===== src/rtl/i2c_scl_divider_search_top_assert.svh =====
// Assertion macros for the SCL divider search block.
`ifndef I2C_SCL_DIVIDER_SEARCH_TOP_ASSERT_SVH
`define I2C_SCL_DIVIDER_SEARCH_TOP_ASSERT_SVH

// Same-cycle implication, sampled on clk, off during rst.
`define I2CSCL_ASSERT_NOW(label, ante, cons, msg) \
  label: assert property (@(posedge clk) disable iff (rst) (ante) |-> (cons)) \
    else $error(msg);

// Next-cycle implication, sampled on clk, off during rst.
`define I2CSCL_ASSERT_NEXT(label, ante, cons, msg) \
  label: assert property (@(posedge clk) disable iff (rst) (ante) |=> (cons)) \
    else $error(msg);

`endif


===== src/rtl/i2cscl_pkg.sv =====
package i2cscl_pkg;

  localparam int TABLE_ENTRIES = 64;
  localparam int IDX_W         = 6;
  localparam int DIV_W         = 12;
  localparam int CLK_W         = 32;
  localparam int REQ_W         = 23;
  localparam int ERR_W         = 16;
  localparam int CODE_W        = 2;

  localparam logic [ERR_W-1:0]  ERR_LIMIT       = 16'hFFFF;
  localparam logic [CLK_W-1:0]  BUS_CLOCK_RESET = 32'd60000000;
  localparam logic [CODE_W-1:0] CODE_X1         = 2'd0;
  localparam logic [CODE_W-1:0] CODE_X4         = 2'd2;

  typedef struct packed {
    logic             start;
    logic [DIV_W-1:0] divisor;
  } div_req_t;

  typedef struct packed {
    logic             done;
    logic [CLK_W-1:0] quotient;
  } div_rsp_t;

  typedef struct packed {
    logic              status;
    logic [IDX_W-1:0]  divider_index;
    logic [CODE_W-1:0] multiplier_code;
    logic [REQ_W-1:0]  achieved_rate;
    logic [ERR_W-1:0]  rate_error;
  } res_t;

  function automatic logic [DIV_W-1:0] scl_divisor(input logic [IDX_W-1:0] idx);
    logic [DIV_W-1:0] d;
    unique case (idx)
      6'd0:  d = 12'd20;   6'd1:  d = 12'd22;   6'd2:  d = 12'd24;   6'd3:  d = 12'd26;
      6'd4:  d = 12'd28;   6'd5:  d = 12'd30;   6'd6:  d = 12'd34;   6'd7:  d = 12'd40;
      6'd8:  d = 12'd28;   6'd9:  d = 12'd32;   6'd10: d = 12'd36;   6'd11: d = 12'd40;
      6'd12: d = 12'd44;   6'd13: d = 12'd48;   6'd14: d = 12'd56;   6'd15: d = 12'd68;
      6'd16: d = 12'd48;   6'd17: d = 12'd56;   6'd18: d = 12'd64;   6'd19: d = 12'd72;
      6'd20: d = 12'd80;   6'd21: d = 12'd88;   6'd22: d = 12'd104;  6'd23: d = 12'd128;
      6'd24: d = 12'd80;   6'd25: d = 12'd96;   6'd26: d = 12'd112;  6'd27: d = 12'd128;
      6'd28: d = 12'd144;  6'd29: d = 12'd160;  6'd30: d = 12'd192;  6'd31: d = 12'd240;
      6'd32: d = 12'd160;  6'd33: d = 12'd192;  6'd34: d = 12'd224;  6'd35: d = 12'd256;
      6'd36: d = 12'd288;  6'd37: d = 12'd320;  6'd38: d = 12'd384;  6'd39: d = 12'd480;
      6'd40: d = 12'd320;  6'd41: d = 12'd384;  6'd42: d = 12'd448;  6'd43: d = 12'd512;
      6'd44: d = 12'd576;  6'd45: d = 12'd640;  6'd46: d = 12'd768;  6'd47: d = 12'd960;
      6'd48: d = 12'd640;  6'd49: d = 12'd768;  6'd50: d = 12'd896;  6'd51: d = 12'd1024;
      6'd52: d = 12'd1152; 6'd53: d = 12'd1280; 6'd54: d = 12'd1536; 6'd55: d = 12'd1920;
      6'd56: d = 12'd1280; 6'd57: d = 12'd1536; 6'd58: d = 12'd1792; 6'd59: d = 12'd2048;
      6'd60: d = 12'd2304; 6'd61: d = 12'd2560; 6'd62: d = 12'd3072; 6'd63: d = 12'd3840;
      default: d = 12'd20;
    endcase
    return d;
  endfunction

endpackage


===== src/rtl/i2cscl_div.sv =====
module i2cscl_div
  import i2cscl_pkg::*;
(
  input  logic             clk,
  input  logic             rst,
  input  div_req_t         req,
  input  logic [CLK_W-1:0] dividend,
  output div_rsp_t         rsp
);

  logic [CLK_W-1:0] quo;
  logic [DIV_W-1:0] rem;
  logic [4:0]       cnt;
  logic             busy;
  logic             done;
  logic [DIV_W-1:0] divisor;
  logic [DIV_W:0]   trial;
  logic [DIV_W:0]   diff;
  logic             take;

  assign trial = {rem, quo[CLK_W-1]};
  assign diff  = trial - {1'b0, divisor};
  assign take  = (trial >= {1'b0, divisor});

  always_ff @(posedge clk) begin
    if (rst) begin
      busy <= 1'b0;
      done <= 1'b0;
      cnt  <= '0;
    end else begin
      done <= 1'b0;
      if (req.start) begin
        busy <= 1'b1;
        cnt  <= '0;
      end else if (busy) begin
        cnt <= cnt + 5'd1;
        if (cnt == 5'd31) begin
          busy <= 1'b0;
          done <= 1'b1;
        end
      end
    end
  end

  always_ff @(posedge clk) begin
    if (req.start) begin
      quo     <= dividend;
      rem     <= '0;
      divisor <= req.divisor;
    end else if (busy) begin
      rem <= take ? diff[DIV_W-1:0] : trial[DIV_W-1:0];
      quo <= {quo[CLK_W-2:0], take};
    end
  end

  assign rsp.done     = done;
  assign rsp.quotient = quo;

endmodule


===== src/rtl/i2cscl_seq.sv =====
module i2cscl_seq
  import i2cscl_pkg::*;
(
  input  logic             clk,
  input  logic             rst,
  input  logic             in_valid,
  output logic             in_ready,
  input  logic [REQ_W-1:0] requested_rate,
  input  logic             out_full,
  output div_req_t         div_req,
  input  div_rsp_t         div_rsp,
  output logic             res_valid,
  output res_t             res
);

`include "i2c_scl_divider_search_top_assert.svh"

  localparam logic [2:0] S_IDLE  = 3'd0;
  localparam logic [2:0] S_START = 3'd1;
  localparam logic [2:0] S_DIVW  = 3'd2;
  localparam logic [2:0] S_HALVE = 3'd3;
  localparam logic [2:0] S_CMP   = 3'd4;
  localparam logic [2:0] S_DONE  = 3'd5;

  logic [2:0]        state;
  logic [IDX_W-1:0]  idx;
  logic [REQ_W-1:0]  req;
  logic [CLK_W-1:0]  rate;
  logic [CODE_W-1:0] code;
  logic [ERR_W-1:0]  best_err;
  logic [IDX_W-1:0]  best_idx;
  logic [REQ_W-1:0]  best_rate;
  logic [CODE_W-1:0] best_code;
  logic              found;

  logic              above;
  logic              last;
  logic [REQ_W-1:0]  err;
  logic              better;

  assign above  = (rate > {{(CLK_W-REQ_W){1'b0}}, req});
  assign last   = (idx == IDX_W'(TABLE_ENTRIES - 1));
  assign err    = req - rate[REQ_W-1:0];
  assign better = (err < {{(REQ_W-ERR_W){1'b0}}, best_err});

  assign in_ready        = (state == S_IDLE) && !out_full;
  assign div_req.start   = (state == S_START);
  assign div_req.divisor = scl_divisor(idx);

  always_ff @(posedge clk) begin
    if (rst) begin
      state <= S_IDLE;
    end else begin
      unique case (state)
        S_IDLE: begin
          if (in_valid && in_ready) state <= S_START;
        end
        S_START: state <= S_DIVW;
        S_DIVW: begin
          if (div_rsp.done) state <= S_HALVE;
        end
        S_HALVE: begin
          if (!above) state <= S_CMP;
          else if (code == CODE_X4) state <= last ? S_DONE : S_START;
        end
        S_CMP: state <= last ? S_DONE : S_START;
        S_DONE: state <= S_IDLE;
        default: state <= S_IDLE;
      endcase
    end
  end

  always_ff @(posedge clk) begin
    unique case (state)
      S_IDLE: begin
        if (in_valid && in_ready) begin
          req       <= requested_rate;
          idx       <= '0;
          best_err  <= ERR_LIMIT;
          best_idx  <= '0;
          best_rate <= '0;
          best_code <= CODE_X1;
          found     <= 1'b0;
        end
      end
      S_DIVW: begin
        if (div_rsp.done) begin
          rate <= div_rsp.quotient;
          code <= CODE_X1;
        end
      end
      S_HALVE: begin
        if (above) begin
          if (code == CODE_X4) begin
            if (!last) idx <= idx + IDX_W'(1);
          end else begin
            rate <= rate >> 1;
            code <= code + CODE_W'(1);
          end
        end
      end
      S_CMP: begin
        if (better) begin
          best_err  <= err[ERR_W-1:0];
          best_idx  <= idx;
          best_rate <= rate[REQ_W-1:0];
          best_code <= code;
          found     <= 1'b1;
        end
        if (!last) idx <= idx + IDX_W'(1);
      end
      default: begin
      end
    endcase
  end

  assign res_valid           = (state == S_DONE);
  assign res.status          = !found;
  assign res.divider_index   = best_idx;
  assign res.multiplier_code = best_code;
  assign res.achieved_rate   = best_rate;
  assign res.rate_error      = found ? best_err : '0;

  `I2CSCL_ASSERT_NOW(a_cmp_not_above, state == S_CMP, rate <= {{(CLK_W-REQ_W){1'b0}}, req}, "compare with rate above request")
  `I2CSCL_ASSERT_NEXT(a_skip_entry, state == S_HALVE && above && code == CODE_X4, state == S_START || state == S_DONE, "entry above request not skipped")
  `I2CSCL_ASSERT_NOW(a_result_err, res_valid && found, best_err == ERR_W'(req - best_rate), "result error does not match rate")
  `I2CSCL_ASSERT_NOW(a_no_accept_busy, state != S_IDLE, !in_ready, "word accepted during search")

endmodule


===== src/rtl/i2c_scl_divider_search_top.sv =====
// Picks the I2C SCL divider table entry and prescale (x1, x2, x4) whose rate is
// closest to, but not above, the requested rate, for the bus clock held in the
// configuration register (reset 60 MHz). For each of the 64 table entries the
// bit-serial 32-bit divider (one quotient bit a cycle) divides the bus clock
// by its divisor; the rate is halved while above the request, up to x4 (else
// the entry is skipped), then compared with the best so far. A new request is
// taken once the previous result has been read out.
module i2c_scl_divider_search_top
  import i2cscl_pkg::*;
(
  input  logic              clk,
  input  logic              rst,
  input  logic              cfg_valid,
  output logic              cfg_ready,
  input  logic [CLK_W-1:0]  cfg_data,
  input  logic              in_valid,
  output logic              in_ready,
  input  logic [REQ_W-1:0]  requested_rate,
  output logic              out_valid,
  input  logic              out_ready,
  output logic              status,
  output logic [IDX_W-1:0]  divider_index,
  output logic [CODE_W-1:0] multiplier_code,
  output logic [REQ_W-1:0]  achieved_rate,
  output logic [ERR_W-1:0]  rate_error
);

  logic [CLK_W-1:0] bus_clock_hz;
  div_req_t         div_req;
  div_rsp_t         div_rsp;
  logic             res_valid;
  res_t             res;
  res_t             out_word;

  assign cfg_ready = 1'b1;

  always_ff @(posedge clk) begin
    if (rst) begin
      bus_clock_hz <= BUS_CLOCK_RESET;
    end else if (cfg_valid && cfg_ready) begin
      bus_clock_hz <= cfg_data;
    end
  end

  i2cscl_div u_div (
    .clk      (clk),
    .rst      (rst),
    .req      (div_req),
    .dividend (bus_clock_hz),
    .rsp      (div_rsp)
  );

  i2cscl_seq u_seq (
    .clk            (clk),
    .rst            (rst),
    .in_valid       (in_valid),
    .in_ready       (in_ready),
    .requested_rate (requested_rate),
    .out_full       (out_valid),
    .div_req        (div_req),
    .div_rsp        (div_rsp),
    .res_valid      (res_valid),
    .res            (res)
  );

  always_ff @(posedge clk) begin
    if (rst) begin
      out_valid <= 1'b0;
    end else if (res_valid) begin
      out_valid <= 1'b1;
    end else if (out_ready) begin
      out_valid <= 1'b0;
    end
  end

  always_ff @(posedge clk) begin
    if (res_valid) out_word <= res;
  end

  assign status          = out_word.status;
  assign divider_index   = out_word.divider_index;
  assign multiplier_code = out_word.multiplier_code;
  assign achieved_rate   = out_word.achieved_rate;
  assign rate_error      = out_word.rate_error;

endmodule


===== config.mk =====
export PLATFORM = sky130hd
export DESIGN_NAME = i2c_scl_divider_search_top
export DESIGN_NICKNAME = d
export VERILOG_FILES = /design/src/rtl/i2cscl_pkg.sv /design/src/rtl/i2cscl_div.sv /design/src/rtl/i2cscl_seq.sv /design/src/rtl/i2c_scl_divider_search_top.sv
export VERILOG_INCLUDE_DIRS = /design/src /design/src/rtl
export SDC_FILE = /design/constraint.sdc
export NUM_CORES = 1
export LEC_CHECK = 0
export BUFFER_PORTS_ARGS = -buffer_cell sky130_fd_sc_hd__buf_2
export CELL_PAD_IN_SITES_DETAIL_PLACEMENT = 0
export CELL_PAD_IN_SITES_GLOBAL_PLACEMENT = 1
export CORE_UTILIZATION = 54
export CTS_BUF_LIST = sky130_fd_sc_hd__clkbuf_4
export CTS_CLUSTER_DIAMETER = 120
export DETAILED_ROUTE_END_ITERATION = 6
export HOLD_SLACK_MARGIN = 0.02
export PLACE_DENSITY = 0.95
export SYNTH_ARGS = -nofsm -noshare
export SYNTH_HDL_FRONTEND = slang
export SYNTH_HIERARCHICAL = 1
export SYNTH_SLANG_ARGS = --single-unit

===== constraint.sdc =====
create_clock -name clk -period 8.6 [get_ports clk]
set_input_delay 0 -clock clk [delete_from_list [all_inputs] [get_ports clk]]
set_output_delay 0 -clock clk [all_outputs]
set_load 0.01 [all_outputs]

* After elaboration in Yosys (flattened, before gate mapping)
Memories as Yosys holds them, arrays and structs flattened. A register that Yosys moved wholly into a read port is not among the register bits.
Index checks and enable logic that the tools add are counted.
Widths: inputs -> output; s select.
** Storage, ports and cells
- ROM bits :: 704
- Output and inout bits :: 51
- Logic and storage cells :: 107
- Flip-flop bits (word level) :: 258
- Bits of input ports :: 60
- Memories kept :: 1
** Cells by class
- Eq/ne operators :: 15
- $lt $le $gt $ge :: 3
- Muxes and demuxes :: 42
- Reductions and logical operators :: 17
- Bitwise logic cells :: 1
- Add/sub/neg operators :: 5
** Memories
- (name not given) :: depth 64, bits a word 11, read ports 1, clocked after Yosys merged registers in 1, wr ports 0, line i2cscl_pkg.sv:36 : unique case (idx)
** Operators with widths (count)
- $mux 32 :: 5
- $pmux 32 s2 :: 1
- $mux 23 :: 2
- $pmux 23 s2 :: 1
- $gt 32x23->1 :: 1
- $mux 16 :: 2
- $pmux 16 s2 :: 1
- $mux 6 :: 5
- $lt 23x16->1 :: 1
- $sub 23x23->23 :: 1
- $pmux 6 s3 :: 1
- $mux 3 :: 5
- $pmux 3 s5 :: 1
- $ge 13x12->1 :: 1
- $mux 12 :: 1
- $pmux 6 s2 :: 1
- $sub 12x12->12 :: 1
- $mux 2 :: 5
- $mux 1 :: 8
- $pmux 2 s2 :: 2
- $reduce_and 4->1 :: 2
- $reduce_bool 2->1 :: 4
- $add 6x1->6 const B :: 1
- $eq 3x2->1 const B :: 2
- other kinds (20) :: 28

* Logic depth before layout (Yosys ltp)
Gate-level depths: netlist of run 1.
- Depth after elaboration :: 5
- Mapped depth :: 19
- Mapped depth without buffers :: 19

* By module
Netlist of run 1, hierarchy kept.
** By module, submodules not included
- i2cscl_seq :: times used 1, sequential area each 3613.5 µm², area each 7532.2 µm², cells each 743
- i2cscl_div :: times used 1, sequential area each 1701.6 µm², area each 3134.3 µm², cells each 264
- i2c_scl_divider_search_top :: times used 1, sequential area each 2102.0 µm², area each 2666.3 µm², cells each 158

* Worst setup path after synthesis of run 1
Ideal clock, no wire load.
- Path kind :: reg2reg
- From :: reg u_seq.rate[14]
- To :: reg u_seq.code[0], enable pin
- Setup time :: 475 ps
- Buffers on the path :: 1
- Data required time :: 8125 ps
- Arrival time :: 4673 ps
- Slack :: 3452 ps
- Period minus slack after synthesis :: 5148 ps
- Cell stages (with the launch flop) :: 12
- Cell sequence :: edfxtp_1 ha_1 clkbuf_1 nand4_1 or3_1 a21o_1 nand3_1 a21o_1 a211o_1 nand2b_1 mux2_2 nor3b_1
** On the way
- Longest elaborated chain between the ends :: 3
** RTL lines
- start: declaration :: line i2cscl_seq.sv:28 : logic [CLK_W-1:0] rate;
- start signal: assignment :: line i2cscl_seq.sv:88 : rate <= div_rsp.quotient;
- start signal: assignment :: line i2cscl_seq.sv:97 : rate <= rate >> 1;
- $gt 32x23->1 :: line i2cscl_seq.sv:41 : assign above = (rate > {{(CLK_W-REQ_W){1'b0}}, req});
- $ne 2x1->1 (no source line)
- $reduce_and 4->1 (no source line)
- end signal: assignment :: line i2cscl_seq.sv:98 : code <= code + CODE_W'(1);
- end: declaration :: line i2cscl_seq.sv:29 : logic [CODE_W-1:0] code;
No other way between the ends.
A chain may end at the register's enable or synchronous reset.

* Worst setup path after layout of run 1
- From :: reg u_seq.req[1]
- To :: reg u_seq.best_rate[12], enable pin
** On the way
- Longest elaborated chain between the ends :: 4
** RTL lines
- start: declaration :: line i2cscl_seq.sv:27 : logic [REQ_W-1:0] req;
- start signal: assignment :: line i2cscl_seq.sv:77 : req <= requested_rate;
- $sub 23x23->23 :: line i2cscl_seq.sv:43 : assign err = req - rate[REQ_W-1:0];
- named net u_seq.err[9] :: line i2cscl_seq.sv:38 : logic [REQ_W-1:0] err;
- $lt 23x16->1 :: line i2cscl_seq.sv:44 : assign better = (err < {{(REQ_W-ERR_W){1'b0}}, best_err});
- $ne 2x1->1 (no source line)
- $reduce_and 3->1 (no source line)
- end signal: assignment :: line i2cscl_seq.sv:106 : best_rate <= rate[REQ_W-1:0];
- end: declaration :: line i2cscl_seq.sv:32 : logic [REQ_W-1:0] best_rate;
The timed path passes the listed nets, and every way through them passes these cells.

==> summary.md, run 1 <==
| Metric | Value |
|---|---|
| Status | finished with violations |
| Failing checks | design-rule violations |
| CP arrival | 5.35 ns |
| PwrDens | roughly 210 mW/mm^2 |
| Yosys top cell area share | between 40 and 50% |
| Gr usage total | 24.26% |
| Post-Syn Nets | 1309 |
| Die Span Y | between 150 and 200 um |
| Synth unique cells | 82 |
| Synth Register Bits | around 270 |
| Initial core utilization | between 50 and 60% |
| Number of I/O pins | ~110 |
| Mapped Area | roughly 0.013 mm^2 |
| Vias in the first global route | around 9600 |
| Largest cells by area after synthesis | edfxtp_1 (46%), dfxtp_1 (9.9%), ha_1 (7.7%), nor2_1 (3.3%), mux2_2 (3.3%) |
| Clock Pin Slew Worst Setup and Hold Paths | 0.07 ns |
| Most used DFF post-synth | edfxtp_1 |
| Aggregate global routing overflow | 0 |
| Detailed-route via count | 9707 |
| Hold Vio Cnt, Final | 0 |
| Count leader, synth | edfxtp_1 |
| DRT iter0 DRCs | a little under 800 |
| Post-layout power | roughly 3.4 mW |
| Final slew viol count | 0 |
| Fin crit share | around 59% |
| Max Clk Rate | approximately 0.2 GHz |
| Drt first pass iters | 7 |
| # port buffers | 109 |
| Synth-to-Final Area Change | 19.30% |
| CP max stage delay | roughly 0.95 ns |
| Synthesized area per cell | roughly 11 um^2 |
| Drt total wl | 29940 um |
| Clk sinks | about 270 |
| Leading area contributor after synthesis | edfxtp_1 |
| Critical Path End Type | flip-flop |
| Top fanout value on the critical path | 48 |
| Ratio of cells with drive above 1 in the final layout | between 10% and 20% |
| List of most frequent post-synthesis cells | edfxtp_1 (203), nor2_1 (118), nand2_1 (97) |
| Root buf cell | clkbuf_4 |
| Vias per cell | around 5.5 |
| Final Critical Period | ~5 ns |
| H-tree Lvls | 3 |
| CP cell instances | inv_1 -> ha_1 -> nor2b_1 -> o21ai_1 -> a21boi_1 -> o211ai_1 -> nand2b_1 -> a21o_1 -> a21oi_1 -> xnor2_1 -> ha_1 -> nand4_1 -> nor3_1 -> a2111oi_0 -> o221ai_1 -> o2111ai_1 -> nand4_1 -> nor3_1 -> a41o_2 |
| DRC Markers | 2 |
| CP Depth | 19 |
| Hold Crit Depth | 2 |
| RSZ-0062 raised after global routing | no |
| CP Class | flip-flop to flip-flop |
| Initial antenna violation count | 1 |
| Nets | about 1500 |
| Maximum vdd drop | 0.1507 mV |
| Clock Tree Buf Depth | 3 |
| Core Region | around 0.024 mm^2 |
| WL/cell | 16.92 um |
| Critical Path Start Type | flip-flop |
| Yosys warnings | 6 |
| RD Place Congestion | between 0.8 and 0.9 |
| Die area | 0.02532 mm^2 |
| Worst Path Required | 8.85 ns |
| Hold Crit Class | input port to flip-flop |
| Fraction of registers with async set/reset | 0% |
| Mapped Cells | 1165 |
| First-pass GRT wire length | between 40000 and 50000 um |
| Max Clock Skew | around 0.039 ns |
| Maxcap violations | 0 |
| Max-slew headroom | between 10% and 20% |
| Post-synth EDFFs | 203 |
| Slowest-stage cell, CP | a41o_2 |
| Slew of the pin with the lowest slew margin | 1.215 ns |
| Worst R2R Path Depth | 19 |
| Antenna Nets Post-Route | 0 |
| P_leak | around 6.8 nW |
| Pin count of the biggest net entering global routing | 57 |
| CTS tree | yes |
| Setup TNS | 0 ns |
| Sequential share of the synthesized area | 55.63% |
| # rows | 57 |
| CP delay by family, top | compound AO/OA/AOI/OAI gates |
| Die X | about 160 um |
| Worst Path Buf+Inv | 1 |
| Post-detail-place hpwl | around 20000 um |
| Worst-Skew Late Latency | 0.67 ns |
| Final setup fails | 0 |
| CTS Buf Count | 69 |
-- final timing paths --
path              slack [ns]                         from                                 to
hold reg to reg         0.41  u_seq/div_req[8]$_SDFF_PN0_         u_div/divisor[8]$_DFFE_PP_
setup / recovery        3.51       u_seq/req[1]$_DFFE_PP_  u_seq/best_rate[12]$_SDFFCE_PN0P_
hold / removal          0.08            requested_rate[7]             u_seq/req[7]$_DFFE_PP_
setup reg to reg        3.51       u_seq/req[1]$_DFFE_PP_  u_seq/best_rate[12]$_SDFFCE_PN0P_
-- registers in the layout, summed over array words and instances (netlist names), 16 cells and up --
| register | count |
|---|---|
| achieved_rate | 23 |
| u_seq/rate | 32 |
| u_seq/best_rate | 23 |
| u_seq/req | 23 |
| u_div/quo | 32 |
| rate_error | 16 |
| u_seq/best_err | 16 |
| bus_clock_hz | 32 |
-- cell families (layout without fill, tap and decap cells) --
| group | count (synthesis) | count (layout) | share of synthesized area, % |
|---|---|---|---|
| AND/OR/NAND/NOR | 347 | 347 | 12.43 |
| flip-flops | 269 | 269 | 55.63 |
| AO/OA/AOI/OAI | 207 | 207 | 10.46 |
| buffers and inverters | 145 | 425 | 4.748 |
| adder cells (fa/ha/maj) | 86 | 86 | 8.146 |
| multiplexers | 80 | 80 | 6.625 |
| XOR/XNOR | 29 | 29 | 1.905 |
| other | 2 | 3 | 0.05633 |
-- cells in the final DEF, fill, tap and decap left out, drive strengths merged, types with 20 or more instances in the layout --
master         n
a21o          20
mux2i         39
a21oi         38
clkbuf        97
edfxtp       203
nand2         97
o21ai         56
dlygate4sd3   88
dfxtp         66
clkinv        25
buf          116
inv           95
nand2b        22
mux2          40
nor2         119
ha            82
-- power breakdown --
| group | total, mW | switching, mW | internal [mW] |
|---|---|---|---|
| Clock | 1.18 | 0.529 | 0.648 |
| Sequential | 1.57 | 0.0682 | 1.51 |
| Combinational | 0.617 | 0.343 | 0.274 |
| Total | 3.37 | 0.940 | 2.43 |
-- metal layers --
layer / vias up / routed length, um / track usage [%]
met3: 69 / 1767 / 4.194
met1: 4608 / 13770 / 33.53
li1: 4674 / - / -
met5: - / 0 / 0
met2: 356 / 13540 / 37.90
met4: 0 / 868 / 10.45
-- layout make-up --
class | count | area [um^2]
timing repair buffer | 204 | 1479
clock inverter | 29 | 222.7
sequential | 269 | 7417
inverter | 95 | 356.6
multi-input combinational | 751 | 5295
tap | 324 | 405.4
fill | 1879 | 8342
antenna | 1 | 2.502
clock buffer | 97 | 728.2
-- through the flow --
stage / worst slack, ns / hold slack, ns / util, % / std cells / area [um^2]
after detailed placement: 3.548 / 0.1788 / 58.03 / 1555 / 14070
after floorplan: 3.452 / 0.07238 / - / 1165 / 13330
after global placement: 3.852 / 0.1786 / 58.03 / 1555 / 14070
after CTS: 3.507 / 0.02237 / 65.59 / 1769 / 15900
final: 3.509 / 0.08154 / 65.60 / 1770 / 15910
after global routing: 2.999 / 0.03816 / 65.60 / 1770 / 15910
-- what timing repair did --
item                                    in CTS  in global routing
endpoints found under the setup margin       0                  0
hold endpoints to repair                    68                  0
hold buffers                                88                  0
resized for setup                            0                  0
setup buffers                                0                  0
(Power assumes the default switching activity.)
==> run 2: changes to the inputs <==
ABC_AREA = 1   (was unset)
CORE_UTILIZATION = 44   (was 54)
PLACE_DENSITY = 0.87   (was 0.95)
clock period = 4.53 ns   (was 8.6 ns; I/O delays follow)
==> run 2 against run 1 <==
  * The flow now finishes without violations
  * Sequential cell count stayed put
  * Maximum frequency increased by 19%
  * Final cell count rose by 24%
  * Die area grew 25%
  * Core utilization decreased by 9.9 points
  * Clock skew rose by 0.017 ns
  * Hold slack worse by 0.0062 ns
==> summary.md, run 2 <==
| Metric | Value |
|---|---|
| Root buf cell | clkbuf_4 |
| Clk sinks | between 200 and 300 |
| Synth-to-Final Area Change | 23.32% |
| Placed cell area | between 0.01 and 0.015 mm^2 |
| CP Class | flip-flop to flip-flop |
| Synthesized area per cell | 9.211 um^2 |
| Drt first pass iters | 5 |
| Max-slew headroom | a little under a third |
| Mapped Cells | 1474 |
| Aggregate global routing overflow | 0 |
| DRT iter0 DRCs | 711 |
| Core Region | 0.03003 mm^2 |
| Max Clock Skew | between 0.05 and 0.06 ns |
| Maximum vdd drop | 0.2223 mV |
| Share of total power in combinational logic | 40.1% |
| Initial core utilization | roughly 45% |
| Status | finished clean |
| CP max stage delay | between 0.4 and 0.5 ns |
| Sequential share of the synthesized area | between 50% and 60% |
| Internal | just over 6 mW |
| Slowest-stage cell, CP | fa_1 |
| Final slew viol count | 0 |
| DRC Markers | 0 |
| Ratio of cells with drive above 1 in the final layout | between 15 and 20% |
| Hold Crit Class | input port to flip-flop |
| Die X | between 150 and 200 um |
| Post-detail-place hpwl | between 20000 and 25000 um |
| Most frequent cells in the layout | nand2_1 (379), inv_1 (204), edfxtp_1 (203), nor2_1 (134), dlygate4sd3_1 (115) |
| HP Start | requested_rate[16] |
| Seq pwr share | 38.0% |
| Top fanout value on the critical path | 10 |
| Max Clk Rate | between 0.2 and 0.25 GHz |
| List of most frequent post-synthesis cells | nand2_1 (379), inv_1 (204), edfxtp_1 (203) |
| Gr usage total | 20.61% |
| Synth Register Bits | 269 |
| Initial antenna violation count | 1 |
| Met2 usage | between 30% and 40% |
| Hold Vio Cnt, Final | 0 |
| Post-synth EDFFs | between 200 and 250 |
| Clock share of power | a little over a fifth |
| # port buffers | approximately 110 |
| PwrDens | about 610 mW/mm^2 |
| Hold Crit Depth | 2 |
| Post-layout power | 10.20 mW |
| CTS Buf Count | 73 |
| Worst-Skew Late Latency | between 0.6 and 0.7 ns |
| GR met1 Demand/Resource | 28.20% |
| Nets | about 1900 |
| Reg-to-reg endpoint | u_seq/best_rate[9]$_SDFFCE_PN0P_ |
| Leading cell type in the layout, fill and taps excluded | nand2_1 |
| CTS tree | yes |
| RD Place Congestion | 0.9011 |
| Fraction of registers with async set/reset | 0% |
| Clock Pin Slew Worst Setup and Hold Paths | approximately 0.070 ns |
| Worst R2R Path Depth | 23 |
| Maxcap violations | 0 |
| First-pass GRT wire length | between 50000 and 60000 um |
| Multi-input logic area | slightly above 0.005 mm^2 |
| Pin count of the biggest net entering global routing | 56 |
| CP cell instances | inv_1 -> ha_1 -> inv_1 -> fa_1 -> nand2_1 -> nor2_1 -> nand2_1 -> nand3_1 -> a21oi_2 -> o21ai_0 -> xor2_1 -> ha_1 -> nand4_1 -> a21oi_1 -> a2111oi_0 -> nand2_1 -> nand2_1 -> nand3_1 -> nor2_1 -> nand3b_1 -> a21oi_4 -> buf_12 -> buf_6 |
| Grt peak-use layer | met2 |
| Met3 usage | 3.706% |
| Antenna Nets Post-Route | 0 |
| Final setup fails | 0 |
| WL/cell | 14.44 um |
| Mapped Area | 0.01358 mm^2 |
| Largest regs | bus_clock_hz (32), u_div/quo (32), u_seq/rate (32) |
| Number of I/O pins | 111 |
| Register area | ~0.0074 mm^2 |
| Most used DFF post-synth | edfxtp_1 |
| Fin crit share | about 95% |
| Internal reg-to-reg setup slack | between 0.2 and 0.25 ns |
| Clock Tree Buf Depth | 3 |
| Fill cells | 2648 |
| Drt total wl | approximately 32000 um |
| Slew of the pin with the lowest slew margin | slightly above 1 ns |
| Synth unique cells | 54 |
| # rows | 63 |
| P_leak | ~7.8 nW |
| Vias per cell | between 4 and 5 |
| Crit-path most repeated cell | nand2_1 |
| Worst flop-to-flop path startpoint | u_seq/req[0]$_DFFE_PP_ |
| Setup TNS | 0 ns |
| Detailed-route via count | about 11000 |
| Vias in the first global route | roughly 10000 |
| H-tree Lvls | 3 |
| CP arrival | 4.67 ns |
| Final Critical Period | between 4 and 5 ns |
| Post-Syn Nets | 1618 |
| Critical Path End Type | flip-flop |
| Final instance area | around 0.017 mm^2 |
| Yosys warnings | 6 |
| Critical Path Start Type | flip-flop |
| Fin util | roughly 56% |
| Die Span Y | about 180 um |
| Die area | about 0.032 mm^2 |
| NetSw | 3.987 mW |
| Largest cells by area after synthesis | edfxtp_1 (45%), nand2_1 (10%), dfxtp_1 (9.7%), ha_1 (7.6%), inv_1 (5.6%) |
| Count leader, synth | nand2_1 |
| Leading area contributor after synthesis | edfxtp_1 |
| Yosys top cell area share | between 40% and 50% |
| Switching Share | 39.10% |
| Worst Path Required | slightly below 5 ns |
| Hold Path Sink | u_seq/req[16]$_DFFE_PP_ |
==> run 2: cell count changes after synthesis, moves of 13 or more <==
cell / delta
o21ai_0: +29
nand4_1: +13
a211o_1: -14
a21oi_1: +19
nand2_1: +282
and3_1: -17
nand2b_1: -22
nand2_2: +16
nand3_1: +45
mux2_2: -39
nor2_1: +18
mux2i_1: -37
inv_1: +114
a21o_1: -17
==> run 2: how the worst max path moves through the flow <==
stage / to / startpoint
after floorplan: u_seq/best_code[0]$_SDFFCE_PN0P_ / u_seq/req[0]$_DFFE_PP_
after global placement: u_seq/best_rate[10]$_SDFFCE_PN0P_ / u_seq/req[2]$_DFFE_PP_
after detailed placement: u_seq/best_rate[11]$_SDFFCE_PN0P_ / u_seq/rate[2]$_DFFE_PP_
after CTS: u_seq/best_err[1]$_SDFFCE_PN1P_ / u_seq/req[2]$_DFFE_PP_
after global routing: u_seq/best_rate[19]$_SDFFCE_PN0P_ / u_seq/req[2]$_DFFE_PP_
final: u_seq/best_rate[9]$_SDFFCE_PN0P_ / u_seq/req[0]$_DFFE_PP_
==> run 2: power by group through the flow <==
stage / Clock [mW] / Combinational (mW) / Sequential [mW]
2_1_floorplan: 0 / 2.95 / 3.82
3_3_place_gp: 0 / 3.81 / 3.90
3_5_place_dp: 0 / 3.85 / 3.93
4_1_cts: 2.29 / 3.95 / 3.88
5_1_grt: 2.44 / 4.63 / 3.95
6_report: 2.23 / 4.09 / 3.88
==> run 2: routing by layer <==
layer	up-vias	part of all wire (%)
met1	4887	47
met4	0	2.1
li1	5393	-
met2	308	45
met3	44	6.0
met5	-	0
==> run 2: area by class of cell <==
class | instances | area share, %
diodes | 1 | 0.01495
flip-flops and latches | 269 | 44.30
inverters | 218 | 4.902
well taps | 390 | 2.915
clock buffers | 112 | 5.022
repair buffers | 237 | 11.10
clock inverters | 19 | 0.7772
multi-input cells | 947 | 30.97
==> run 2: cells by family after synthesis <==
family,share of synthesized area [%]
and+or+nand+nor,21.32
DFF,54.63
buffers and inverters,7.649
AOI/OAI and AO/OA,6.884
adders and majority gates,7.852
xor gates and xnor gates,1.613
other,0.05532
==> run 2: what timing repair did <==
item | 4_1_cts | 5_1_grt
hold buffers | 115 | 0
buffers inserted | 0 | 1
gates resized for setup | 0 | 4
setup endpoints to repair | 0 | 44
hold endpoints to repair | 76 | 0
==> run 2: worst max-delay path: cells and delay by family, from the launching register on <==
family          cells  cell delay, ns
compound gates      5            0.86
xor+xnor            1            0.27
fa+ha+maj           3            0.88
buf+inv             4            0.49
flops               1            0.39
simple gates       10            1.08
==> run 2: stage by stage <==
stage / instances / setup slack (ns) / hold slack, ns
after floorplan: 1474 / 0.3352 / 0.06907
after global placement: 1942 / 0.3356 / 0.1780
final: 2193 / 0.2421 / 0.07535
after global routing: 2193 / -0.01006 / 0.03385
after CTS: 2188 / 0.2511 / 0.02078
after detailed placement: 1942 / 0.2841 / 0.1782
==> run 3: changes to the inputs <==
CORE_UTILIZATION = 52   (was 44)
PLACE_DENSITY = 0.95   (was 0.87)
clock period = 5 ns   (was 4.53 ns; I/O delays follow)
==> run 3 against run 2 <==
  * Clock skew shrank 0.0022 ns
  * Sequential share of layout area grew 0.56 points
  * Core utilization grew 9.3 points
  * Design area shrank 1.3%
  * Sequential power shrank 9.3%
  * Largest power group unchanged
==> summary.md, run 3 (synthesis results as in run 2) <==
| Metric | Value |
|---|---|
| Fin crit share | about 86% |
| CTS tree | yes |
| Gr usage total | around a quarter |
| Maximum vdd drop | 0.2393 mV |
| Die area | around 0.027 mm^2 |
| CP delay by family, top | compound AO/OA/AOI/OAI gates |
| P_leak | about 7.7 nW |
| Antenna Nets Post-Route | 0 |
| # port buffers | 109 |
| Core Region | ~0.025 mm^2 |
| Placed instance count | between 1500 and 2000 |
| Post-detail-place hpwl | around 22000 um |
| Status | finished clean |
| CP cell instances | inv_1 -> ha_1 -> inv_1 -> fa_1 -> nand2_1 -> nor2_1 -> nand2_1 -> nand3_1 -> a21oi_1 -> o21ai_0 -> xor2_1 -> ha_1 -> nand2_1 -> nor2_1 -> a2111oi_0 -> nand2_1 -> nand2_1 -> nand3_1 -> nor2_1 -> nand3b_1 -> a21oi_4 -> buf_12 |
| Clock Pin Slew Worst Setup and Hold Paths | roughly 0.070 ns |
| Final slew viol count | 0 |
| Largest regs | bus_clock_hz (32), u_div/quo (32), u_seq/rate (32) |
| Setup TNS | 0 ns |
| Number of I/O pins | roughly 110 |
| Initial core utilization | 53.45% |
| RD Place Congestion | between 0.8 and 0.9 |
| Max-slew headroom | between 20% and 30% |
| Post-layout power | 9.154 mW |
| Most frequent cells in the layout | nand2_1 (379), inv_1 (204), edfxtp_1 (203), nor2_1 (134), dlygate4sd3_1 (115) |
| Initial antenna violation count | 1 |
| Pin count of the biggest net entering global routing | 65 |
| Worst Path Buf+Inv | 3 |
| Synth-to-Final Area Change | 21.77% |
| PwrDens | roughly 550 mW/mm^2 |
| # rows | 58 |
| Clk sinks | between 200 and 300 |
| Critical Path End Type | flip-flop |
| CP arrival | ~4.6 ns |
| RSZ-0062 raised after global routing | no |
| Critical Path Start Type | flip-flop |
| Final setup fails | 0 |
| Leading cell type in the layout, fill and taps excluded | nand2_1 |
| Maxcap violations | 0 |
| Max Clock Skew | 0.05435 ns |
| DRC Markers | 0 |
| Fill cells | approximately 2100 |
| Clock Tree Buf Depth | 3 |
| Aggregate global routing overflow | 0 |
| Crit-path most repeated cell | nand2_1 |
| Worst-Skew Late Latency | around 0.70 ns |
| Slew of the pin with the lowest slew margin | 1.063 ns |
| WL/cell | ~16 um |
| Root buf cell | clkbuf_4 |
| First-pass GRT wire length | between 50000 and 60000 um |
| Hold Crit Class | input port to flip-flop |
| CP Class | flip-flop to flip-flop |
| Drt total wl | 33580 um |
| Vias per cell | 5.161 |
| Hold Vio Cnt, Final | 0 |
| CP max stage delay | approximately 0.41 ns |
| Die Span Y | 163.6 um |
| Top fanout value on the critical path | 48 |
| Drt first pass iters | 6 |
| Final Critical Period | ~4.3 ns |
| Nets | 1883 |
| Max Clk Rate | between 0.2 and 0.25 GHz |
| Ratio of cells with drive above 1 in the final layout | between 15 and 20% |
| Worst Path Required | roughly 5.3 ns |
| CTS Buf Count | slightly above 70 |
| Detailed-route via count | ~11000 |
| Slowest-stage cell, CP | fa_1 |
| Die X | roughly 160 um |
| H-tree Lvls | 3 |
| DRT iter0 DRCs | around 950 |
| Vias in the first global route | ~11000 |
| Non-Filler Instances | roughly 2100 |
==> run 3: changes by cell type in the layout (fill, tap and decap cells not counted), moves of 2 or more <==
cell,before,now
a21oi_1,54,56
clkbuf_16,2,0
inv_2,17,15
a21oi_2,3,1
clkbuf_4,112,110
clkinv_1,10,7
==> run 3: routing by layer <==
metal	global-route usage (%)	routed length, um	part of all wire (%)
met1	35.98	15180	45
met5	0	0	0
met3	4.698	2319	6.9
met4	10.40	866	2.6
met2	40.74	15210	45
==> run 3: timing repair <==
action	4_1_cts	5_1_grt
hold buffers	115	0
setup buffers	0	0
hold endpoints to repair	86	0
gates resized for setup	0	0
==> run 3: final cells by class <==
cell class              count  area [um^2]  area share, %
inverters                 218        820.8          4.965
repair buffers            232         1769          10.70
clock inverters            14        113.9         0.6887
flip-flops and latches    269         7417          44.86
well taps                 330        412.9          2.498
clock buffers             110        825.8          4.995
diodes                      1        2.502        0.01514
multi-input cells         947         5170          31.27
==> run 3: power breakdown <==
| part | total (mW) | internal (mW) | switching [mW] |
|---|---|---|---|
| clock network | 2.00 | 1.10 | 0.902 |
| logic | 3.63 | 1.19 | 2.44 |
| registers | 3.52 | 3.24 | 0.284 |
| total | 9.15 | 5.52 | 3.63 |
==> run 3: stage by stage <==
stage / hold WS, ns / cell area [um^2] / worst slack (ns) / utilization (%)
global placement: 0.1783 / 14440 / 0.8789 / 56.85
detailed placement: 0.1781 / 14440 / 0.7858 / 56.85
CTS: 0.02093 / 16530 / 0.7611 / 65.08
floorplan: 0.06907 / 13580 / 0.2557 / -
finish: 0.05318 / 16530 / 0.7001 / 65.09
global route: 0.03766 / 16530 / 0.4173 / 65.09
==> run 3: worst paths after layout <==
check,slack [ns],to,start,cells past startpoint
worst max-delay path,0.70,u_seq/best_rate[21]$_SDFFCE_PN0P_,u_seq/req[0]$_DFFE_PP_,22
worst min-delay path,0.05,u_seq/req[21]$_DFFE_PP_,requested_rate[21],2
worst max register to register,0.70,u_seq/best_rate[21]$_SDFFCE_PN0P_,u_seq/req[0]$_DFFE_PP_,22
worst min register to register,0.37,u_div/divisor[8]$_DFFE_PP_,u_seq/div_req[8]$_SDFF_PN0_,0
